[config.mk]
export PLATFORM = sky130hd
export DESIGN_NAME = q8_0_block_dequantizer_flat
export DESIGN_NICKNAME = d
export VERILOG_FILES = /design/src/rtl/q8d_pkg.sv /design/src/rtl/q8d_stream_if.sv /design/src/rtl/q8_0_block_dequantizer.sv /design/src/flat_wrapper.sv
export VERILOG_INCLUDE_DIRS = /design/src /design/src/rtl
export SDC_FILE = /design/constraint.sdc
export NUM_CORES = 1
export LEC_CHECK = 0
export BUFFER_PORTS_ARGS = -buffer_cell sky130_fd_sc_hd__buf_2
export CAP_MARGIN = 15
export CORE_AREA = 2 2 129 131
export DETAILED_ROUTE_END_ITERATION = 10
export DIE_AREA = 0 0 131 133
export PLACE_DENSITY = 0.57
export SLEW_MARGIN = 40
export SYNTH_ARGS = -nofsm -noshare
export SYNTH_HDL_FRONTEND = slang
export SYNTH_SLANG_ARGS = --single-unit
[constraint.sdc]
create_clock -name clock -period 21.6 [get_ports clock]
set_input_delay 4.32 -clock clock [delete_from_list [all_inputs] [get_ports clock]]
set_output_delay 4.32 -clock clock [all_outputs]
set_load 0.03 [all_outputs]
[src/rtl/assert_macros.svh]
// Assertion macros shared by the dequantizer RTL.
// No dependencies.
`ifndef ASSERT_MACROS_SVH
`define ASSERT_MACROS_SVH
// implication checked on every clock edge outside reset
`define ASSERT_IMPL(label, clk, rst, cond, msg) \
   label: assert property (@(posedge clk) disable iff (rst) (cond)) else $error(msg);
// plain check that holds during reset as well
`define ASSERT_ALWAYS(label, clk, cond, msg) \
   label: assert property (@(posedge clk) (cond)) else $error(msg);
`endif

[src/rtl/q8d_pkg.sv]
// Package for the Q8_0 block dequantizer: block constants and the
// half-by-int8 product function. No dependencies.
package q8d_pkg;
   localparam int WEIGHTS_PER_BLOCK = 32;
   localparam int POS_W = $clog2(WEIGHTS_PER_BLOCK + 2);
   localparam logic [POS_W-1:0] POS_SCALE_LO = POS_W'(0);
   localparam logic [POS_W-1:0] POS_SCALE_HI = POS_W'(1);
   localparam logic [POS_W-1:0] POS_LAST = POS_W'(WEIGHTS_PER_BLOCK + 1);
   localparam logic [31:0] DEFAULT_NAN = 32'hFFC00000;
   localparam logic [30:0] INF_MAG = 31'h7F800000;
   localparam logic [4:0] EXP_MAX = 5'h1F;

   typedef logic [POS_W-1:0] pos_type;

   // weight (two's complement byte) times half scale, exact single result
   function automatic logic [31:0] mul_half_int8(input logic [15:0] half,
                                                 input logic [7:0] wbyte);
      logic       rsign;
      logic [4:0] sexp;
      logic [10:0] mag;
      logic [7:0] wmag;
      logic [18:0] prod;
      logic [4:0] p;
      logic [7:0] bexp;
      logic [22:0] frac;
      logic [41:0] sh;
      rsign = half[15] ^ wbyte[7];
      sexp = half[14:10];
      wmag = wbyte[7] ? (8'd0 - wbyte) : wbyte;
      mag = (sexp == 5'd0) ? {1'b0, half[9:0]} : {1'b1, half[9:0]};
      prod = {3'd0, wmag[7] ? 8'd128 : wmag} * 19'(mag);
      p = 5'd0;
      for (int i = 0; i < 19; i++) begin
         if (prod[i]) p = 5'(i);
      end
      bexp = 8'(p) + ((sexp == 5'd0) ? 8'd103 : (8'(sexp) + 8'd102));
      sh = {23'd0, prod} << (5'd23 - p);
      frac = sh[22:0];
      if (sexp == EXP_MAX) begin
         mul_half_int8 = (wbyte == 8'd0) ? DEFAULT_NAN : {rsign, INF_MAG};
      end else if (prod == 19'd0) begin
         mul_half_int8 = {rsign, 31'd0};
      end else begin
         mul_half_int8 = {rsign, bexp, frac};
      end
   endfunction
endpackage

[src/rtl/q8d_stream_if.sv]
// Valid/ready stream interface, parameterized payload width.
// Depends on nothing.
interface q8d_stream_if #(parameter int WIDTH = 8) (input logic clock);
   logic             valid;
   logic             ready;
   logic [WIDTH-1:0] data;
   modport source (output valid, output data, input ready);
   modport sink (input valid, input data, output ready);
endinterface

[src/rtl/q8_0_block_dequantizer.sv]
// Top level of the Q8_0 block dequantizer.
// Depends on q8d_pkg, q8d_stream_if and assert_macros.svh.
//
// Usage: req carries one stream byte per transfer (data[7:0] = stream_byte).
// Each 34-byte block begins with a little-endian half scale; the two scale
// bytes give no result. Each following weight byte gives one rsp transfer,
// data[31:0] = weight_value (IEEE single), data[32] = block_end, set on the
// block's thirty-second weight.
// Timing: a weight accepted at a clock edge is offered on rsp in the cycle
// after it. Throughput: one byte per cycle while rsp is not stalled; the product
// logic sits between the req acceptance and a single output register.
// A stalled rsp holds its result; req stays ready while the output
// register is empty or being taken in the same cycle, so only a stall of
// the receiver stops the input.
// Reset (synchronous, active high) clears the byte position to the start
// of a block, the scale to zero and empties the output register.
`include "assert_macros.svh"
module q8_0_block_dequantizer (
   input logic clock,
   input logic reset,
   q8d_stream_if.sink req,
   q8d_stream_if.source rsp
);
   q8d_pkg::pos_type pos_ff, pos_in;
   logic [15:0] scale_ff, scale_in;
   logic        vld_ff, vld_in;
   logic [32:0] out_ff, out_in;
   logic        take, is_weight;

   assign req.ready = !vld_ff || rsp.ready;
   assign take = req.valid && req.ready;
   assign is_weight = (pos_ff != q8d_pkg::POS_SCALE_LO) &&
                      (pos_ff != q8d_pkg::POS_SCALE_HI);
   assign rsp.valid = vld_ff;
   assign rsp.data = out_ff;

   always_comb begin
      pos_in = pos_ff;
      scale_in = scale_ff;
      out_in = out_ff;
      vld_in = vld_ff && !rsp.ready;
      if (take) begin
         if (pos_ff == q8d_pkg::POS_SCALE_LO) begin
            scale_in = {scale_ff[15:8], req.data};
            pos_in = q8d_pkg::POS_SCALE_HI;
         end else if (pos_ff == q8d_pkg::POS_SCALE_HI) begin
            scale_in = {req.data, scale_ff[7:0]};
            pos_in = pos_ff + q8d_pkg::pos_type'(1);
         end else begin
            vld_in = 1'b1;
            out_in = {pos_ff == q8d_pkg::POS_LAST,
                      q8d_pkg::mul_half_int8(scale_ff, req.data)};
            pos_in = (pos_ff == q8d_pkg::POS_LAST) ? q8d_pkg::POS_SCALE_LO
                                                    : pos_ff + q8d_pkg::pos_type'(1);
         end
      end
   end

   always_ff @(posedge clock) begin
      if (reset) begin
         pos_ff <= q8d_pkg::POS_SCALE_LO;
         scale_ff <= 16'd0;
         vld_ff <= 1'b0;
      end else begin
         pos_ff <= pos_in;
         scale_ff <= scale_in;
         vld_ff <= vld_in;
      end
      out_ff <= out_in;
   end

   `ASSERT_IMPL(a_pos_range, clock, reset, pos_ff <= q8d_pkg::POS_LAST, "position past block")
   `ASSERT_IMPL(a_weight_out, clock, reset,
      $past(take && is_weight && !reset) |-> vld_ff, "weight lost")
   `ASSERT_IMPL(a_scale_none, clock, reset,
      (take && !is_weight && !(vld_ff && !rsp.ready)) |=> !vld_ff, "scale byte gave result")
   `ASSERT_IMPL(a_end_wrap, clock, reset,
      (take && pos_ff == q8d_pkg::POS_LAST) |=> (pos_ff == q8d_pkg::POS_SCALE_LO && out_ff[32]),
      "block end wrap")
endmodule

[src/flat_wrapper.sv]
// flat-port wrapper written by rule: the top's interface ports become plain ports
module q8_0_block_dequantizer_flat 
  (clock, reset, req_valid, req_data, req_ready, rsp_valid, rsp_data, rsp_ready);
  q8d_stream_if #(.WIDTH(8)) req_i (.clock(clock));
  q8d_stream_if #(.WIDTH(33)) rsp_i (.clock(clock));
  input logic clock;
  input logic reset;
  input wire logic [$bits(req_i.valid)-1:0] req_valid;
  input wire logic [$bits(req_i.data)-1:0] req_data;
  output wire logic [$bits(req_i.ready)-1:0] req_ready;
  output wire logic [$bits(rsp_i.valid)-1:0] rsp_valid;
  output wire logic [$bits(rsp_i.data)-1:0] rsp_data;
  input wire logic [$bits(rsp_i.ready)-1:0] rsp_ready;
  assign req_i.valid = req_valid;
  assign req_i.data = req_data;
  assign req_ready = req_i.ready;
  assign rsp_valid = rsp_i.valid;
  assign rsp_data = rsp_i.data;
  assign rsp_i.ready = rsp_ready;
  q8_0_block_dequantizer u_core (.clock(clock), .reset(reset), .req(req_i), .rsp(rsp_i));
endmodule
; ---- Word-level counts from Yosys, hierarchy flattened
; Cells that the tools add are included.
[totals]
input_bits = 12
reg_bits = 56
[op_classes]
shifts = 1
add_sub_neg = 5
mul = 1
mux = 35
n_reduce_logical = 12
n_bitwise = 3
n_eq_ne = 3
[ops]
columns = operator, count
row1 = $mux W32, 2
row2 = $mux W4, 8
row3 = $mux W8, 4
row4 = $mux W31, 1
row5 = $mux W5, 6
row6 = $shl A19 B5 Y23, 1
row7 = $logic_not A19 Y1, 1
row8 = $mul A8 B11 Y19, 1
row9 = $mux W6, 3
row10 = $mux W3, 4
row11 = $mux W11, 1
row12 = $add A5 B7 Y8 const B, 1
row13 = $add A5 B8 Y8, 1
row14 = $logic_not A8 Y1, 1
row15 = $sub A1 B8 Y8 const A, 1
row16 = $add A6 B1 Y6 const B, 1
row17 = $eq A6 B1 Y1 const B, 1
row18 = $eq A6 B6 Y1 const B, 1
row19 = $logic_not A6 Y1, 1
row20 = $reduce_and A3 Y1, 2
row21 = $eq A5 B5 Y1 const B, 1
row22 = $logic_not A5 Y1, 1
row23 = $sub A5 B5 Y5 const A, 1
row24 = $mux W1, 4
row25 = other kinds (7), 11

; ---- Longest topological paths before layout
[depth]
ltp_word = 29
depth_mapped = 37
mapped_depth_nobuf = 33

; ---- Least setup slack after synthesis
; Ideal clock, no wire load.
[synth_path]
path_kind = input to register
startpoint = input req_data[3]
endpoint = register u_core.out_ff[29] (netlist: u_core.rsp.data[29]) (data pin)
arrival_time_ns = 11.958
setup_time_ns = 0.152
cell_stages = 33
path_slack_ns = 9.489
n_path_buf = 3
cell_sequence = nor3_1 > nand3_1 > nor4b_1 > nor2_1 > and2_1 > fa_1 > inv_1 > fa_1 > inv_1 > fa_1 > inv_1 > fa_1 > inv_1 > ha_1 > a21o_1 > and4_1 > o41ai_4 > a21oi_1 > or3_4 > o211ai_1 > and3_1 > buf_4 > inv_6 > buf_6 > buf_6 > fa_1 > a21o_1 > a21oi_1 > nor2b_1 > nor2_1 > nor2_1 > o221a_2 > o21ai_0
[synth_between]
elab_chain_cells = 28
[synth_lines]
columns = item, line_no
row1 = from (decl), flat_wrapper.sv:9  ; input wire logic [$bits(req_i.data)-1:0] req_data;
row2 = $sub A1 B8 Y8, q8d_pkg.sv:29  ; wmag = wbyte[7] ? (8'd0 - wbyte) : wbyte;
row3 = $mux W8 (*), q8d_pkg.sv:29
row4 = $mux W8 (*), q8d_pkg.sv:31  ; prod = {3'd0, wmag[7] ? 8'd128 : wmag} * 19'(mag);
row5 = $mul A8 B11 Y19 (*), q8d_pkg.sv:31
row6 = $mux W1, q8d_pkg.sv:34  ; if (prod[i]) p = 5'(i);
row7 = $mux W2 (2 in a row), q8d_pkg.sv:34
row8 = $mux W3 (4 in a row), q8d_pkg.sv:34
row9 = $mux W4 (8 in a row), q8d_pkg.sv:34
row10 = $mux W5 (3 in a row), q8d_pkg.sv:34
row11 = $mux W5, q8_0_block_dequantizer.sv:46  ; end else if (pos_ff == q8d_pkg::POS_SCALE_HI) begin
row12 = $mux W5, q8_0_block_dequantizer.sv:43  ; if (pos_ff == q8d_pkg::POS_SCALE_LO) begin
row13 = $mux W5, q8_0_block_dequantizer.sv:42  ; if (take) begin
row14 = $add A5 B8 Y8, q8d_pkg.sv:36  ; bexp = 8'(p) + ((sexp == 5'd0) ? 8'd103 : (8'(sexp) + 8'd102));
row15 = $mux W31 (*), q8d_pkg.sv:41  ; end else if (prod == 19'd0) begin
row16 = $mux W32 (*), q8d_pkg.sv:39  ; if (sexp == EXP_MAX) begin
row17 = to (signal assigned), q8_0_block_dequantizer.sv:69  ; out_ff <= out_in;
row18 = to (decl), q8_0_block_dequantizer.sv:27  ; logic [32:0] out_ff, out_in;
; Every way passes the cells marked *; elsewhere a longest branch is shown, timed or not. The select of a mux whose other input is x is not followed.
; A chain may end at the register's enable or synchronous reset.

; ---- Final worst setup path
[layout_path]
startpoint = input req_data[0]
endpoint = register u_core.out_ff[29] (netlist: u_core.rsp.data[29]) (data pin)
; Same word-level chain as after synthesis.

==> flow_summary.json <==
{
  "core_um2": 16200,
  "drc_errors": 0,
  "io_buffers": 46,
  "max_freq_mhz": 80.1,
  "route.top_layer_used": "met4",
  "intPower_uw": 339,
  "path_buf_inv": 5,
  "synth_top_cell_by_area": "fa_1",
  "dp_hpwl_um": 14900,
  "path_delay_family": "adder cells",
  "arrival_ps": 12640,
  "status": "complete, no violations",
  "synthArstFlopShare_pct": 0,
  "yosysWarnings": 0,
  "critPathSlowestCell": "fa_1",
  "drt_iter0_markers": 339,
  "path_common_cell": "fa_1",
  "synth.avg_cell_area_um2": 8.88,
  "ys.flop_type": "edfxtp_1",
  "required_ps": 21760,
  "fin_skew_ps": 15.4,
  "hold_viol": 0,
  "grt_max_degree": 34,
  "period_share_pct": 57.8,
  "diodes": 0,
  "synth_area_leaders": "fa_1 16%, edfxtp_1 14%, ha_1 8.7%, dfxtp_1 6.5%, and2_1 4.9%",
  "critical_path.max_fanout": 14,
  "gp_congestion": 0.941,
  "antenna_left": 0,
  "start_util_pct": 43.8,
  "yosys.area.top_type_share_pct": 15.5,
  "cts_buffer_depth": 2,
  "die_w_um": 131,
  "rsz0062_at_grt": "no",
  "post_cts_buffers": 0,
  "vias_per_cell": 5.65,
  "wl_met1_um": 8050,
  "worstMarginPinSlew_ps": 788,
  "dp_slack_ps": 8800,
  "cts-htree-levels": 2,
  "ir_drop_uv": 39.6,
  "setup_viol": 0,
  "grt_pass1_vias": 5662,
  "finalSetupTns_ps": 0,
  "syn2layout_area_growth_pct": 7.72,
  "power_frac_comb_pct": 66.8,
  "grt_first_pass_wirelength_um": 29400,
  "die_h_um": 133,
  "reg2reg_depth": 28,
  "power_switching_uw": 341,
  "final_critical_path_setup_slack_ps": 9110,
  "antenna_found_initial": 0,
  "period_minus_slack_ps": 12490,
  "synth-edff-count": 33,
  "die_area_um2": 17400,
  "clk_latency_ps": 310,
  "wl_met2_um": 9020,
  "holdPathStages": 2,
  "p_sw_share_pct": 50.1,
  "final_nets": 949,
  "startpoint_type": "input port",
  "tritoncts": "done",
  "end_kind": "flip-flop",
  "ys_seq_area_share_pct": 20.5,
  "drive_above_1_share_pct": 13.4,
  "hold_buffers": 0,
  "dr.pass1.iters": 5,
  "cts_made_buffers": 5,
  "syn_area_um2": 7080,
  "grt_usage_pct": 21.4,
  "p_seq_share_pct": 21.1,
  "postSynthCellCount": 798,
  "avgRoutedWirePerCell_um": 17.3,
  "hold_path.class": "flip-flop to flip-flop",
  "cts_resized": 0,
  "cts_sinks": 56,
  "wirelength_um": 18200,
  "slew_headroom_pct": 47.3,
  "cts_root_buf": "clkbuf_16",
  "critPathKind": "input port to flip-flop",
  "cap_violations": 0,
  "cp.depth": 32,
  "p_leak_uw": 0.00354,
  "ys_ff_latch": 56,
  "yosysUniqueCellTypes": 91,
  "fp-row-count": 47,
  "dr_total_vias": 5957,
  "ios": 47,
  "overflow": 0,
  "max_stage_delay_ps": 570,
  "route.met3.wl_um": 650,
  "clkPwrFrac_pct": 12.1,
  "clkTransAtPathRegs_ps": 80,
  "final_max_slew_viol_count": 0,
  "power_density_nw_per_um2": 89.0
}
[flip-flops by register name (all words and copies together) (netlist names)]
signal and cells:
u_core.pos_ff 6, u_core.rsp.data 33, u_core.rsp.valid 1, u_core.scale_ff 16
[final cells by class]
class / count / area, µm²
clock buffers: 5 / 125
clock inverters: 3 / 21.3
fillers: 1580 / 8540
inverters: 94 / 360
multi-input cells: 627 / 5140
flip-flops and latches: 56 / 1450
well taps: 220 / 275
repair buffers: 49 / 253
[metal layers]
layer  vias up  global-route usage, %
li1       2852                      -
met1      2907                   28.0
met2       168                   36.5
met3        30                   2.63
met4         0                   6.80
met5         -                      0
[worst min-delay path: cells and delay by family (launching register included)]
family	cells	cell delay (ps)
flip-flops	1	340
multiplexers	1	70
AND/OR/NAND/NOR	1	70
[metrics by stage]
step                power (µW)  hold WS, ps  std cells  util (%)  cell area (µm²)
floorplan                  504          480        802         -             7100
global placement           596          497       1046      46.2             7470
detailed placement         594          512       1046      46.2             7480
CTS                        677          528       1054      47.1             7620
global route               731          558       1054      47.2             7630
finish                     680          519       1054      47.2             7630
[cells in the final DEF, fill, tap and decap left out, types with 4 or more instances in the layout]
cell	count
o211a_1	5
o22ai_1	6
ha_1	49
dfxtp_1	23
nor2b_1	22
edfxtp_1	33
and2_1	56
a31oi_1	6
o21ai_0	20
nand4_1	8
nand2b_1	10
and3_1	8
nor4_1	6
nor3_1	9
fa_1	55
clkbuf_16	5
xor2_1	14
a211oi_1	6
inv_1	91
a21oi_1	42
a21o_1	8
or4_1	4
buf_2	46
nand3_1	17
o31a_1	4
o21a_1	5
nor2_1	75
a21oi_2	4
conb_1	5
mux2i_1	21
a22oi_1	9
nand2_1	61
xnor2_1	8
[Yosys cell counts, drive strengths merged (12+ instances only)]
library cell and instances:
ha 49, nand2 61, buf 12, edfxtp 33
nor2 75, dfxtp 23, clkbuf 13, xor2 16
a21oi 47, fa 55, nor3 13, and2 57
inv 94, mux2i 22, nand3 17, nor2b 22
o21ai 26
[cells by family after synthesis]
family	after synthesis	share of synthesized area, %
flops	56	20.5
mux	23	3.32
fa+ha+maj	104	24.2
simple gates	298	22.1
other cells	1	0.0529
xor+xnor	26	3.43
compound gates	171	19.0
buf+inv	119	7.40
[power by group through the flow]
stage / Sequential [µW] / Combinational (µW) / Clock (µW)
after floorplan: 162 / 342 / 0
after global placement: 146 / 450 / 0
after detailed placement: 146 / 448 / 0
after CTS: 143 / 450 / 84.1
after global routing: 145 / 499 / 87.2
final: 143 / 454 / 82.2
[path summary, 6_finish.rpt]
path,startpoint,end,slack [ps]
setup reg to reg,u_core.scale_ff[11]$_SDFFE_PP0P_,u_core.rsp.data[29]$_SDFFCE_PP1P_,13570
setup / recovery,req_data[0],u_core.rsp.data[29]$_SDFFCE_PP1P_,9110
hold reg to reg,u_core.scale_ff[15]$_SDFFE_PP0P_,u_core.scale_ff[15]$_SDFFE_PP0P_,520
hold / removal,u_core.scale_ff[15]$_SDFFE_PP0P_,u_core.scale_ff[15]$_SDFFE_PP0P_,520
(Power assumes the default switching activity.)
